==> src/rvd_pkg.sv <==
// Shared types and constants for the RV32I instruction decoder.
// No dependencies; every other file takes its names by rvd_pkg:: scope.
package rvd_pkg;

    localparam int XLEN  = 32;
    localparam int OP_W  = 6;
    localparam int REG_W = 5;

    // Major opcodes, instruction bits 6..0
    localparam logic [6:0] OPC_LUI    = 7'h37;
    localparam logic [6:0] OPC_AUIPC  = 7'h17;
    localparam logic [6:0] OPC_JAL    = 7'h6f;
    localparam logic [6:0] OPC_JALR   = 7'h67;
    localparam logic [6:0] OPC_BRANCH = 7'h63;
    localparam logic [6:0] OPC_LOAD   = 7'h03;
    localparam logic [6:0] OPC_STORE  = 7'h23;
    localparam logic [6:0] OPC_OPIMM  = 7'h13;
    localparam logic [6:0] OPC_OP     = 7'h33;
    localparam logic [6:0] OPC_SYSTEM = 7'h73;

    localparam logic [6:0] F7_BASE = 7'h00;
    localparam logic [6:0] F7_ALT  = 7'h20;

    localparam logic [XLEN-1:0] WORD_ECALL  = 32'h0000_0073;
    localparam logic [XLEN-1:0] WORD_EBREAK = 32'h0010_0073;

    // Mnemonic indexes
    localparam logic [OP_W-1:0] OP_LUI    = 6'd0;
    localparam logic [OP_W-1:0] OP_AUIPC  = 6'd1;
    localparam logic [OP_W-1:0] OP_JAL    = 6'd2;
    localparam logic [OP_W-1:0] OP_JALR   = 6'd3;
    localparam logic [OP_W-1:0] OP_BEQ    = 6'd4;
    localparam logic [OP_W-1:0] OP_BNE    = 6'd5;
    localparam logic [OP_W-1:0] OP_BLT    = 6'd6;
    localparam logic [OP_W-1:0] OP_BGE    = 6'd7;
    localparam logic [OP_W-1:0] OP_BLTU   = 6'd8;
    localparam logic [OP_W-1:0] OP_BGEU   = 6'd9;
    localparam logic [OP_W-1:0] OP_LB     = 6'd10;
    localparam logic [OP_W-1:0] OP_LH     = 6'd11;
    localparam logic [OP_W-1:0] OP_LW     = 6'd12;
    localparam logic [OP_W-1:0] OP_LBU    = 6'd13;
    localparam logic [OP_W-1:0] OP_LHU    = 6'd14;
    localparam logic [OP_W-1:0] OP_SB     = 6'd15;
    localparam logic [OP_W-1:0] OP_SH     = 6'd16;
    localparam logic [OP_W-1:0] OP_SW     = 6'd17;
    localparam logic [OP_W-1:0] OP_ADDI   = 6'd18;
    localparam logic [OP_W-1:0] OP_SLTI   = 6'd19;
    localparam logic [OP_W-1:0] OP_SLTIU  = 6'd20;
    localparam logic [OP_W-1:0] OP_XORI   = 6'd21;
    localparam logic [OP_W-1:0] OP_ORI    = 6'd22;
    localparam logic [OP_W-1:0] OP_ANDI   = 6'd23;
    localparam logic [OP_W-1:0] OP_SLLI   = 6'd24;
    localparam logic [OP_W-1:0] OP_SRLI   = 6'd25;
    localparam logic [OP_W-1:0] OP_SRAI   = 6'd26;
    localparam logic [OP_W-1:0] OP_ADD    = 6'd27;
    localparam logic [OP_W-1:0] OP_SUB    = 6'd28;
    localparam logic [OP_W-1:0] OP_SLL    = 6'd29;
    localparam logic [OP_W-1:0] OP_SLT    = 6'd30;
    localparam logic [OP_W-1:0] OP_SLTU   = 6'd31;
    localparam logic [OP_W-1:0] OP_XOR    = 6'd32;
    localparam logic [OP_W-1:0] OP_SRL    = 6'd33;
    localparam logic [OP_W-1:0] OP_SRA    = 6'd34;
    localparam logic [OP_W-1:0] OP_OR     = 6'd35;
    localparam logic [OP_W-1:0] OP_AND    = 6'd36;
    localparam logic [OP_W-1:0] OP_ECALL  = 6'd37;
    localparam logic [OP_W-1:0] OP_EBREAK = 6'd38;
    localparam logic [OP_W-1:0] OP_CSRRW  = 6'd39;
    localparam logic [OP_W-1:0] OP_CSRRS  = 6'd40;
    localparam logic [OP_W-1:0] OP_CSRRC  = 6'd41;
    localparam logic [OP_W-1:0] OP_CSRRWI = 6'd42;
    localparam logic [OP_W-1:0] OP_CSRRSI = 6'd43;
    localparam logic [OP_W-1:0] OP_CSRRCI = 6'd44;

    typedef struct packed {
        logic                    illegal;
        logic [OP_W-1:0]         op_code;
        logic [REG_W-1:0]        dest_reg;
        logic [REG_W-1:0]        src1_reg;
        logic [REG_W-1:0]        src2_reg;
        logic signed [XLEN-1:0]  immediate;
        logic [XLEN-1:0]         target;
    } result_t;

endpackage

==> src/rvd_decode.sv <==
// Combinational RV32I decode: mnemonic, register fields, immediate, target.
// Depends on rvd_pkg.
module rvd_decode
(
    input  logic [rvd_pkg::XLEN-1:0] pc_address,
    input  logic [rvd_pkg::XLEN-1:0] instruction,
    output rvd_pkg::result_t         result
);

    logic [6:0]               opc;
    logic [2:0]               f3;
    logic [6:0]               f7;
    logic [rvd_pkg::XLEN-1:0] imm_i;
    logic [rvd_pkg::XLEN-1:0] imm_s;
    logic [rvd_pkg::XLEN-1:0] imm_b;
    logic [rvd_pkg::XLEN-1:0] imm_j;
    logic [rvd_pkg::XLEN-1:0] imm_u;
    logic [rvd_pkg::XLEN-1:0] imm_hi12;
    logic [rvd_pkg::XLEN-1:0] imm_shamt;
    rvd_pkg::result_t         res;
    logic                     ok;

    assign opc = instruction[6:0];
    assign f3  = instruction[14:12];
    assign f7  = instruction[31:25];

    assign imm_i = {{20{instruction[31]}}, instruction[31:20]};
    assign imm_s = {{20{instruction[31]}}, instruction[31:25], instruction[11:7]};
    assign imm_b = {{19{instruction[31]}}, instruction[31], instruction[7],
                    instruction[30:25], instruction[11:8], 1'b0};
    assign imm_j = {{11{instruction[31]}}, instruction[31], instruction[19:12],
                    instruction[20], instruction[30:21], 1'b0};
    assign imm_u     = {12'd0, instruction[31:12]};
    assign imm_hi12  = {20'd0, instruction[31:20]};
    assign imm_shamt = {27'd0, instruction[24:20]};

    always_comb
    begin
        res = '0;
        ok  = 1'b1;
        case (opc)
            rvd_pkg::OPC_LUI:
            begin
                res.op_code   = rvd_pkg::OP_LUI;
                res.dest_reg  = instruction[11:7];
                res.immediate = imm_u;
            end
            rvd_pkg::OPC_AUIPC:
            begin
                res.op_code   = rvd_pkg::OP_AUIPC;
                res.dest_reg  = instruction[11:7];
                res.immediate = imm_u;
            end
            rvd_pkg::OPC_JAL:
            begin
                res.op_code   = rvd_pkg::OP_JAL;
                res.dest_reg  = instruction[11:7];
                res.immediate = imm_j;
                res.target    = pc_address + imm_j;
            end
            rvd_pkg::OPC_JALR:
            begin
                // funct3 left unchecked
                res.op_code   = rvd_pkg::OP_JALR;
                res.dest_reg  = instruction[11:7];
                res.src1_reg  = instruction[19:15];
                res.immediate = imm_i;
            end
            rvd_pkg::OPC_BRANCH:
            begin
                res.src1_reg  = instruction[19:15];
                res.src2_reg  = instruction[24:20];
                res.immediate = imm_b;
                res.target    = pc_address + imm_b;
                case (f3)
                    3'd0:    res.op_code = rvd_pkg::OP_BEQ;
                    3'd1:    res.op_code = rvd_pkg::OP_BNE;
                    3'd4:    res.op_code = rvd_pkg::OP_BLT;
                    3'd5:    res.op_code = rvd_pkg::OP_BGE;
                    3'd6:    res.op_code = rvd_pkg::OP_BLTU;
                    3'd7:    res.op_code = rvd_pkg::OP_BGEU;
                    default: ok = 1'b0;
                endcase
            end
            rvd_pkg::OPC_LOAD:
            begin
                res.dest_reg  = instruction[11:7];
                res.src1_reg  = instruction[19:15];
                res.immediate = imm_i;
                case (f3)
                    3'd0:    res.op_code = rvd_pkg::OP_LB;
                    3'd1:    res.op_code = rvd_pkg::OP_LH;
                    3'd2:    res.op_code = rvd_pkg::OP_LW;
                    3'd4:    res.op_code = rvd_pkg::OP_LBU;
                    3'd5:    res.op_code = rvd_pkg::OP_LHU;
                    default: ok = 1'b0;
                endcase
            end
            rvd_pkg::OPC_STORE:
            begin
                res.src1_reg  = instruction[19:15];
                res.src2_reg  = instruction[24:20];
                res.immediate = imm_s;
                case (f3)
                    3'd0:    res.op_code = rvd_pkg::OP_SB;
                    3'd1:    res.op_code = rvd_pkg::OP_SH;
                    3'd2:    res.op_code = rvd_pkg::OP_SW;
                    default: ok = 1'b0;
                endcase
            end
            rvd_pkg::OPC_OPIMM:
            begin
                res.dest_reg  = instruction[11:7];
                res.src1_reg  = instruction[19:15];
                res.immediate = imm_i;
                case (f3)
                    3'd0: res.op_code = rvd_pkg::OP_ADDI;
                    3'd2: res.op_code = rvd_pkg::OP_SLTI;
                    3'd3: res.op_code = rvd_pkg::OP_SLTIU;
                    3'd4: res.op_code = rvd_pkg::OP_XORI;
                    3'd6: res.op_code = rvd_pkg::OP_ORI;
                    3'd7: res.op_code = rvd_pkg::OP_ANDI;
                    3'd1:
                    begin
                        // upper bits not checked for slli
                        res.op_code   = rvd_pkg::OP_SLLI;
                        res.immediate = imm_shamt;
                    end
                    default:
                    begin
                        res.immediate = imm_shamt;
                        if (f7 == rvd_pkg::F7_BASE)
                            res.op_code = rvd_pkg::OP_SRLI;
                        else if (f7 == rvd_pkg::F7_ALT)
                            res.op_code = rvd_pkg::OP_SRAI;
                        else
                            ok = 1'b0;
                    end
                endcase
            end
            rvd_pkg::OPC_OP:
            begin
                res.dest_reg = instruction[11:7];
                res.src1_reg = instruction[19:15];
                res.src2_reg = instruction[24:20];
                if (f7 == rvd_pkg::F7_BASE)
                begin
                    case (f3)
                        3'd0:    res.op_code = rvd_pkg::OP_ADD;
                        3'd1:    res.op_code = rvd_pkg::OP_SLL;
                        3'd2:    res.op_code = rvd_pkg::OP_SLT;
                        3'd3:    res.op_code = rvd_pkg::OP_SLTU;
                        3'd4:    res.op_code = rvd_pkg::OP_XOR;
                        3'd5:    res.op_code = rvd_pkg::OP_SRL;
                        3'd6:    res.op_code = rvd_pkg::OP_OR;
                        default: res.op_code = rvd_pkg::OP_AND;
                    endcase
                end
                else if (f7 == rvd_pkg::F7_ALT && f3 == 3'd0)
                    res.op_code = rvd_pkg::OP_SUB;
                else if (f7 == rvd_pkg::F7_ALT && f3 == 3'd5)
                    res.op_code = rvd_pkg::OP_SRA;
                else
                    ok = 1'b0;
            end
            rvd_pkg::OPC_SYSTEM:
            begin
                case (f3)
                    3'd0:
                    begin
                        // only the exact ecall / ebreak words
                        if (instruction == rvd_pkg::WORD_ECALL)
                            res.op_code = rvd_pkg::OP_ECALL;
                        else if (instruction == rvd_pkg::WORD_EBREAK)
                            res.op_code = rvd_pkg::OP_EBREAK;
                        else
                            ok = 1'b0;
                    end
                    3'd4: ok = 1'b0;
                    default:
                    begin
                        res.dest_reg  = instruction[11:7];
                        res.src1_reg  = instruction[19:15];
                        res.immediate = imm_hi12;
                        case (f3)
                            3'd1:    res.op_code = rvd_pkg::OP_CSRRW;
                            3'd2:    res.op_code = rvd_pkg::OP_CSRRS;
                            3'd3:    res.op_code = rvd_pkg::OP_CSRRC;
                            3'd5:    res.op_code = rvd_pkg::OP_CSRRWI;
                            3'd6:    res.op_code = rvd_pkg::OP_CSRRSI;
                            default: res.op_code = rvd_pkg::OP_CSRRCI;
                        endcase
                    end
                endcase
            end
            default: ok = 1'b0;
        endcase

        if (!ok)
        begin
            res         = '0;
            res.illegal = 1'b1;
        end
    end

    assign result = res;

endmodule

==> src/rv32i_instruction_decoder.sv <==
// RV32I instruction decoder: one instruction word and its address per request in,
// one decoded result per request out. Throughput is one request per cycle unless a
// stalled result holds the flow; a request passes the input register, then the
// combinational decode into the result register. s_tready follows m_tready through
// the two registered stages, so a stalled result holds the pipeline. No reset-time
// sweep and no configuration. Depends on rvd_pkg and rvd_decode.
module rv32i_instruction_decoder
(
    input  logic        clk,
    input  logic        rst_n,

    input  logic        s_tvalid,
    output logic        s_tready,
    input  logic [63:0] s_tdata,   // [31:0] pc_address, [63:32] instruction

    output logic        m_tvalid,
    input  logic        m_tready,
    output logic [87:0] m_tdata,   // [5:0] op_code, [10:6] dest_reg, [15:11] src1_reg,
                                   // [20:16] src2_reg, [52:21] immediate,
                                   // [84:53] target, [87:85] zero
    output logic        m_tuser    // [0] illegal
);

    logic                     stg_valid_reg;
    logic                     stg_valid_next;
    logic [rvd_pkg::XLEN-1:0] stg_pc_reg;
    logic [rvd_pkg::XLEN-1:0] stg_instr_reg;
    logic                     out_valid_reg;
    logic                     out_valid_next;
    rvd_pkg::result_t         out_res_reg;
    rvd_pkg::result_t         dec_res;
    logic                     adv;
    logic                     take;

    // result stage loads when it is empty or being drained
    assign adv      = !out_valid_reg || m_tready;
    assign s_tready = !stg_valid_reg || adv;
    assign take     = s_tvalid && s_tready;

    assign stg_valid_next = take || (stg_valid_reg && !adv);
    assign out_valid_next = (stg_valid_reg && adv) || (out_valid_reg && !m_tready);

    rvd_decode u_decode
    (
        .pc_address  (stg_pc_reg),
        .instruction (stg_instr_reg),
        .result      (dec_res)
    );

    always_ff @(posedge clk or negedge rst_n)
    begin
        if (!rst_n)
        begin
            stg_valid_reg <= 1'b0;
            out_valid_reg <= 1'b0;
        end
        else
        begin
            stg_valid_reg <= stg_valid_next;
            out_valid_reg <= out_valid_next;
        end
    end

    always_ff @(posedge clk)
    begin
        if (take)
        begin
            stg_pc_reg    <= s_tdata[31:0];
            stg_instr_reg <= s_tdata[63:32];
        end
        if (stg_valid_reg && adv)
            out_res_reg <= dec_res;
    end

    assign m_tvalid = out_valid_reg;
    assign m_tuser  = out_res_reg.illegal;
    assign m_tdata  = {3'b000, out_res_reg.target, out_res_reg.immediate,
                       out_res_reg.src2_reg, out_res_reg.src1_reg,
                       out_res_reg.dest_reg, out_res_reg.op_code};

endmodule

==> config.mk <==
export PLATFORM = sky130hd
export DESIGN_NAME = rv32i_instruction_decoder
export DESIGN_NICKNAME = d
export VERILOG_FILES = /design/src/rvd_pkg.sv /design/src/rvd_decode.sv /design/src/rv32i_instruction_decoder.sv
export SDC_FILE = /design/constraint.sdc
export NUM_CORES = 1
export LEC_CHECK = 0
export BUFFER_PORTS_ARGS = -buffer_cell sky130_fd_sc_hd__buf_2
export CORE_MARGIN = 4
export CORE_UTILIZATION = 50
export DETAILED_ROUTE_END_ITERATION = 7
export MAX_ROUTING_LAYER = met4
export PLACE_DENSITY = 0.76
export SYNTH_ARGS = -nofsm -noshare
export SYNTH_HDL_FRONTEND = slang
export SYNTH_SLANG_ARGS = --single-unit
==> constraint.sdc <==
create_clock -name clk -period 3.98 [get_ports clk]
set_clock_uncertainty 0.15 [all_clocks]
set_input_delay 0.398 -clock clk [delete_from_list [all_inputs] [get_ports clk]]
set_output_delay 0.398 -clock clk [all_outputs]
set_load 0.005 [all_outputs]
==> results of run 1 <==
where the power goes:
part | total [uW] | internal, uW | leakage [uW] | switching [uW]
sequential | 1800 | 1740 | 0.00139 | 57.7
clock | 1800 | 1170 | 0.000317 | 622
combinational | 590 | 257 | 0.00230 | 333
final timing paths:
kind | start | end | slack [ps] | depth (start not counted)
worst max-delay path | stg_instr_reg[2] | m_tdata[82] | 150 | 12
worst min-delay path | s_tdata[32] | stg_instr_reg[0] | 10 | 1
worst max register to register | stg_instr_reg[2] | m_tdata[82] | 150 | 12
worst min register to register | stg_valid_reg | m_tvalid | 360 | 1
max in group asynchronous | rst_n | m_tvalid | 3430 | 2
min in group asynchronous | rst_n | stg_valid_reg | 150 | 2
cell type report:
cell class / instances / area (sq um) / share of cell area (%)
Timing Repair Buffer: 234 / 1490 / 15.1
Inverter: 24 / 90.1 / 0.917
Clock buffer: 17 / 425 / 4.33
Clock inverter: 15 / 243 / 2.47
Tap cell: 184 / 230 / 2.34
Multi-Input combinational cell: 481 / 3130 / 31.8
Sequential cell: 141 / 4220 / 43.0
cell families after synthesis:
family,share of synthesized area (%)
buffers and inverters,4.36
AND/OR/NAND/NOR,15.3
flip-flops,55.3
adder cells (fa/ha/maj),5.67
XOR/XNOR,2.29
other,0.0491
AO/OA/AOI/OAI,16.3
multiplexers,0.672
layer usage:
metal	vias to the layer above	share of wire, %
li1	2993	-
met1	2993	42
met2	337	48
met3	46	7.6
met4	0	2.6
met5	-	0
critical path: cells and delay by family, from the launching register on:
family / cells / cell delay [ps]
AOI/OAI and AO/OA: 7 / 1690
and+or+nand+nor: 2 / 500
muxes: 1 / 370
DFF: 1 / 380
buffers and inverters: 1 / 180
adders and majority gates: 1 / 290
repair_timing:
item	in CTS	in global routing
hold buffers	46	2
hold endpoints to repair	47	2
gates resized for setup	1	7
endpoints found under the setup margin	2	8
buffers inserted	0	2
stage by stage:
| step | cells | cell area, sq um | util, % |
|---|---|---|---|
| after detailed placement | 1014 | 8630 | 58.5 |
| after global routing | 1096 | 9830 | 66.6 |
| final | 1096 | 9830 | 66.6 |
| after global placement | 1014 | 8630 | 58.5 |
| after CTS | 1092 | 9760 | 66.1 |
| after floorplan | 688 | 7640 | - |
cells in the final DEF (no fill, tap or decap), drive strengths merged, types with 7 or more instances in the layout:
master	count
a211oi	12
a21o	23
a21oi	55
a22oi	16
a31oi	13
and2	16
buf	186
clkbuf	17
dlygate4sd3	48
edfxtp	139
ha	33
inv	26
nand2	47
nand2b	11
nand3	12
nor2	78
nor2b	7
nor3	19
nor4	7
o21ai	37
xnor2	8
xor2	12
==> metrics.txt, run 1 <==
status=complete, no violations; Post-synth EDFFs=approximately 140; final setup fails=0; vias in the first global route=5,970; area grow syn2layout=28.7%; # fillers=1,135; Die W=between 100 and 150 um; io pins=between 150 and 200; Ant. Diodes=0; CP endpoint kind=register; met3 usage=about 5.5%; CP Cell Sequence=buf_4 -> and4bb_2 -> nand3_2 -> a21o_1 -> ha_1 -> a21o_1 -> o21bai_1 -> a2111o_1 -> a31oi_2 -> a31oi_2 -> o41ai_2 -> mux2_2; Placement Rows=44; DP Wirelength=between 10 and 15 mm; core region area=between 0.01 and 0.015 sq mm; final critical-path share of the clock period=a little over nine tenths; Pins Over Slew Limit=0; count of state elements after synthesis=~140; Worst VDD drop=0.334 mV; CTS tree=built; GR peak layer=met2; CP peak stage delay=about 420 ps; Die Y=~130 um; Top FF cell, synth=edfxtp_1; post-synth cell types=65; H-tree depth=4; gpl congestion=1.00; Clock Latency Late Sink=around 420 ps; asr flop ratio synth=~1.4%; final WL=~21 mm; Fin Hold WS=approximately 13 ps; Fin Setup TNS=0 ps; CP Max Fanout=9; area of the mapped netlist=0.00763 sq mm; Worst Setup Start Kind=register; share of cells above drive strength 1=between 20% and 30%; Routed wire per std cell=18.8 um; sequential-to-total area share from yosys stat=55.3%; Post-Syn Area per Cell=11.1 sq um; total CTS buffers=17; clk sinks=approximately 140; post-route minimum period=3830 ps; Critical Path RT=4000 ps; max reg flops=74; YS warnings=0; Clock Root Buffer=clkbuf_16; Tot GR Track Use=roughly a quarter; leak pwr=between 0.004 and 0.005 uW; initial drt markers=between 600 and 700; Slew HR=between 30% and 40%; global route overflow=0; Worst Tran Pin Value=slightly below 1000 ps; Synth area leaders=edfxtp_1 55%, ha_1 5.4%, a21oi_1 3.6%; Yosys top cell by area=edfxtp_1; pwr/cell area=roughly 430 mW/mm^2; DRC=0; I/O Buffers=approximately 160; max-cap violations=0; via count=roughly 6,400; most common cell in the synthesized netlist=edfxtp_1; Detailed Routing Iterations Pass 1=6; Initial Utilization=between 50% and 60%; nets@finish=1,001; via/cell ratio=about 5.8; Slowest cell on crit path=a2111o_1; Yosys top cell area share=between 50% and 60%; Worst Hold Class=in2reg; largest net degree at the start of global routing=76; initial antenna violation count=0; Clk pin slew, worst setup/hold paths=roughly 60 ps; Pwr Total=roughly 4200 uW; M1 GR Usage=31.5%; Cells after Synth=just under 700; dpl ws=roughly 10 ps; met2 Use GR=roughly 37%; Die ar.=about 0.017 sq mm; max frequency=261 MHz; clock buffer depth=2; Antenna Nets Post-Route=0; setup ws final=154 ps; commonest cells in the netlist=139 x edfxtp_1, 70 x nor2_1, 55 x a21oi_1, 47 x nand2_1, 37 x o21ai_0; Setup CP Type=reg2reg; CP Data Arrival Time=3850 ps; Final Hold Violating Endpoints=0; first-pass GRT wire length=around 32 mm
Note: power is estimated with default switching activity, not from simulation.
==> run 2: changes to the inputs <==
- PLACE_DENSITY: 0.76 -> 0.88
==> run 2 against run 1 <==
Compared with the run above:
- clock-buffer cell count is 1 higher
- routed wire length is 7.6% higher
- die area stayed put
- maximum frequency is 0.55% higher
- final cell count is 1.8% higher
- critical endpoint unchanged
- sequential share of layout area is 0.51 points lower
- global-route usage is 2.4 points higher
- non-clock buffer count is 20 higher
- register-to-register slack better by 20 ps
- critical path depth is 1 higher
- via count is 2.0% higher
- clock power is 11% lower
==> metrics.txt, run 2 (synthesized netlist as in run 1, its figures left out) <==
status=complete, no violations; M1 GR Usage=34.4%; Die ar.=0.0173 sq mm; final WL=~22 mm; CP Cell Sequence=nand4bb_4 -> nor2_4 -> and2_1 -> buf_4 -> a21o_1 -> ha_1 -> nand2_1 -> o21bai_1 -> a2111o_1 -> a31oi_1 -> a31oi_2 -> o41ai_1 -> mux2_2; pwr/cell area=slightly above 400 mW/mm^2; Routed wire per std cell=approximately 20 um; gpl congestion=about 0.97; initial drt markers=914; Worst VDD drop=0.409 mV; CP endpoint kind=register; Ant. Diodes=0; io pins=159; Critical Path RT=roughly 4000 ps; post-route minimum period=between 3000 and 4000 ps; CP Data Arrival Time=approximately 3800 ps; Detailed Routing Iterations Pass 1=7; Slowest cell on crit path=edfxtp_1; Clock Latency Late Sink=430 ps; final setup fails=0; Worst Tran Pin Value=1030 ps; leak pwr=approximately 0.0041 uW; met3 usage=5.28%; Die Y=roughly 130 um; max reg flops=74; DRC=0; H-tree depth=4; Pins Over Slew Limit=0; Fin Hold WS=about 39 ps; Clock Root Buffer=clkbuf_16; first-pass GRT wire length=34.8 mm; global route overflow=0; Slew HR=31.4%; Die W=roughly 130 um; clock buffer depth=2; setup ws final=~170 ps; core region area=0.0148 sq mm; share of cells above drive strength 1=approximately 27%; final core occ=between 60% and 70%; CP Max Fanout=5; Antenna Nets Post-Route=0; GR peak layer=met2; worst setup path startpoint=stg_instr_reg[2]; most frequent cells in the layout=155 x buf_2, 139 x edfxtp_1, 69 x nor2_1; most common cell after layout, fill and taps aside=buf_2; via/cell ratio=between 5 and 6; Clk pin slew, worst setup/hold paths=around 60 ps; Final Hold Violating Endpoints=0; hold path start=s_tvalid; FF-to-FF Start=stg_instr_reg[2]; CP peak stage delay=~410 ps; largest net degree at the start of global routing=between 70 and 80; Setup CP Type=reg2reg; DP Wirelength=approximately 15 mm; CTS tree=built; Placement Rows=between 40 and 50; vias in the first global route=about 6,400; I/O Buffers=155; nets@finish=a little over 1,000; unrepaired setup endpoints after global routing=no; Fin Setup TNS=0 ps; total CTS buffers=17; final critical-path share of the clock period=a little over nine tenths; dpl ws=-61.3 ps; Tot GR Track Use=a little over a quarter; clk sinks=between 100 and 150; Worst Setup Start Kind=register; initial antenna violation count=0; max-cap violations=0; max frequency=between 200 and 300 MHz; met2 Use GR=about 40%; Worst Hold Class=in2reg; Initial Utilization=about half; area grow syn2layout=30.3%; via count=6,497
-- run 2: power breakdown --
| part | leakage, uW | total [uW] | internal, uW | switching, uW |
|---|---|---|---|---|
| sequential | 0.00139 | 1800 | 1740 | 63.3 |
| clock | 0.000292 | 1610 | 984 | 628 |
| combinational | 0.00238 | 609 | 270 | 339 |
| total | 0.00407 | 4020 | 2990 | 1030 |
-- run 2: final timing paths --
check                           cells after the start             to  slack, ps
worst max-delay path                               13    m_tdata[82]        170
worst min-delay path                                2  stg_valid_reg         40
worst max register to register                     13    m_tdata[82]        170
worst min register to register                      1    m_tdata[53]        390
max in group asynchronous                           2  stg_valid_reg       3440
min in group asynchronous                           2       m_tvalid        140
-- run 2: final cells by class --
| cell class | count | area, sq um |
|---|---|---|
| Fill cell | 1077 | 4810 |
| Tap cell | 184 | 230 |
| Timing Repair Buffer | 254 | 1680 |
| Multi-Input combinational cell | 481 | 3120 |
| Inverter | 24 | 90.1 |
| Clock buffer | 18 | 429 |
| Sequential cell | 141 | 4220 |
| Clock inverter | 14 | 169 |
-- run 2: stage by stage --
step	cell area [sq um]	cells	total power, uW
2_1_floorplan	7640	688	2170
3_3_place_gp	8640	1016	2360
3_5_place_dp	8640	1016	2370
4_1_cts	9890	1113	4010
5_1_grt	9950	1116	4170
6_report	9950	1116	4020
-- run 2: what timing repair did --
item	CTS	global route
pin swaps	0	1
cloned	0	0
hold buffers	65	0
resized for setup	1	8
endpoints found under the setup margin	3	9
setup buffers	0	3
hold endpoints to repair	66	0
-- run 2: critical path, delay by kind of cell, from the launching register on --
kind | cells | cell delay (ps)
flops | 1 | 410
fa+ha+maj | 1 | 270
buf+inv | 1 | 150
simple gates | 4 | 820
mux | 1 | 370
compound gates | 6 | 1390
-- run 2: layer usage --
layer | routed length, um | vias up
li1 | - | 3039
met1 | 8900 | 3023
met2 | 10800 | 390
met3 | 1870 | 45
met4 | 643 | 0
met5 | 0 | -
==> run 3: changes to the inputs <==
- CORE_UTILIZATION: 50 -> 52
- CTS_BUF_LIST: default -> sky130_fd_sc_hd__clkbuf_4
- PLACE_DENSITY: 0.88 -> 0.9
- REMOVE_ABC_BUFFERS: default -> 1
==> run 3 against run 2 <==
Compared with the run above:
- global-route usage increased by 0.53 points
- highest routed layer unchanged
- final cell count increased by 1.3%
- critical path depth unchanged
- sequential share of layout area increased by 0.78 points
- cell area decreased by 1.8%
- largest power group unchanged
- combinational power increased by 3%
- sequential power about the same
==> metrics.txt, run 3 (synthesized netlist as in run 1, its figures left out) <==
Clock Latency Late Sink=~580 ps; H-tree depth=4; Fin Hold WS=approximately 350 ps; nets@finish=slightly above 1,000; DRC=0; most frequent cells in the layout=155 x buf_2, 139 x edfxtp_1, 69 x nor2_1, 69 x dlygate4sd3_1, 55 x a21oi_1; Setup CP Type=reg2reg; Initial Utilization=a little over half; Critical Path RT=approximately 4200 ps; Die W=129 um; final WL=roughly 22 mm; Cell Count, Final, Fillers Out=1,131; Slew HR=a little under a third; I/O Buffers=between 150 and 200; Slowest cell on crit path=a2111o_1; Die Y=around 130 um; max-cap violations=0; Detailed Routing Iterations Pass 1=6; most common cell after layout, fill and taps aside=buf_2; r2r endpoint=m_tdata[82]; Pins Over Slew Limit=0; Clock Root Buffer=clkbuf_4; setup slack, reg-to-reg=between 150 and 200 ps; Antenna Nets Post-Route=0; Hold Path Cell Cnt=1; initial drt markers=between 800 and 900; Die ar.=~0.017 sq mm; final setup fails=0; design area=between 0.009 and 0.01 sq mm; Reg area=around 0.0042 sq mm; clk sinks=about 140; Area after DPL=a little under 0.009 sq mm; Pwr Total=3410 uW; vias in the first global route=about 6,200; via/cell ratio=about 5.9; Critical path buffers and inverters=2; pwr/cell area=between 300 and 400 mW/mm^2; Crit path depth=13; Clk pin slew, worst setup/hold paths=roughly 130 ps; worst setup path startpoint=stg_instr_reg[2]; # fillers=roughly 1,100; largest net degree at the start of global routing=76; r2r worst-path depth=13; CP peak stage delay=450 ps; post-route minimum period=3800 ps; final core occ=about two thirds; CP Max Fanout=9; leak pwr=roughly 0.0040 uW; CP Capture Point=m_tdata[82]; Worst Hold Class=reg2reg; share of cells above drive strength 1=a little over a quarter; CP endpoint kind=register; Worst Setup Start Kind=register; CP Data Arrival Time=approximately 4000 ps; io pins=approximately 160; global route overflow=0; status=complete, no violations; placed insts=between 1,000 and 1,500; FF-to-FF Start=stg_instr_reg[2]; DP Wirelength=between 15 and 20 mm; Routed wire per std cell=19.3 um; CTS tree=built; Worst Tran Pin Value=1030 ps; Worst VDD drop=between 0.15 and 0.2 mV; Placement Rows=44; final critical-path share of the clock period=a little over nine tenths; Tot GR Track Use=approximately 27%; area grow syn2layout=27.9%; initial antenna violation count=1; clock buffer depth=2; Final Hold Violating Endpoints=0; core region area=about 0.014 sq mm; gpl congestion=around 0.95; max frequency=around 260 MHz; area of the multi-input gates=0.00313 sq mm; first-pass GRT wire length=~33 mm; CP Cell Sequence=buf_4 -> and4bb_2 -> nand3_2 -> a21o_1 -> ha_1 -> a21o_1 -> o21bai_1 -> a2111o_1 -> a31oi_4 -> a31oi_1 -> buf_4 -> o41ai_2 -> mux2_2; crit-path leading delay family=compound AO/OA/AOI/OAI gates; total CTS buffers=17; max reg flops=74; via count=approximately 6,600
## run 3: power breakdown
| group | total (uW) | internal (uW) | switching, uW | leakage (uW) |
|---|---|---|---|---|
| logic | 628 | 282 | 346 | 0.00244 |
| clock network | 995 | 444 | 552 | 0.000159 |
| registers | 1790 | 1740 | 53.1 | 0.00139 |
## run 3: timing repair
action,4_1_cts,5_1_grt
resized for setup,2,6
hold buffers,69,0
endpoints found under the hold margin,68,0
pin swaps,0,0
setup endpoints to repair,3,5
buffers inserted,0,0
## run 3: routing by layer
layer	vias up	global-route usage (%)	part of all wire, %
li1	3061	-	-
met1	3087	33.6	38
met2	416	42.9	49
met3	60	5.77	9.3
met4	0	10.9	2.8
met5	-	-	0
## run 3: per-stage QoR
step	setup WS, ps	TNS (ps)
CTS	34.1	0
floorplan	-86.6	-86.6
finish	175	0
global route	-13.5	-13.5
detailed placement	-114	-185
global placement	27.6	0
## run 3: final cells by class
type / count / area share [%]
inverter: 24 / 0.922
sequential: 141 / 43.2
antenna: 3 / 0.0769
clock inverter: 14 / 1.73
multi-input combinational: 481 / 32.0
clock buffer: 18 / 1.38
timing repair buffer: 266 / 18.2
tap: 184 / 2.36
## run 3: how the worst min path moves through the flow
| stage | from | to | slack [ps] |
|---|---|---|---|
| after CTS | s_tdata[31] | stg_pc_reg[31] | 340 |
| after global routing | s_tdata[55] | stg_instr_reg[23] | 350 |
| after floorplan | rst_n | m_tvalid | -50 |
| after global placement | rst_n | m_tvalid | 30 |
| after detailed placement | rst_n | m_tvalid | 30 |
| final | stg_valid_reg | m_tvalid | 350 |
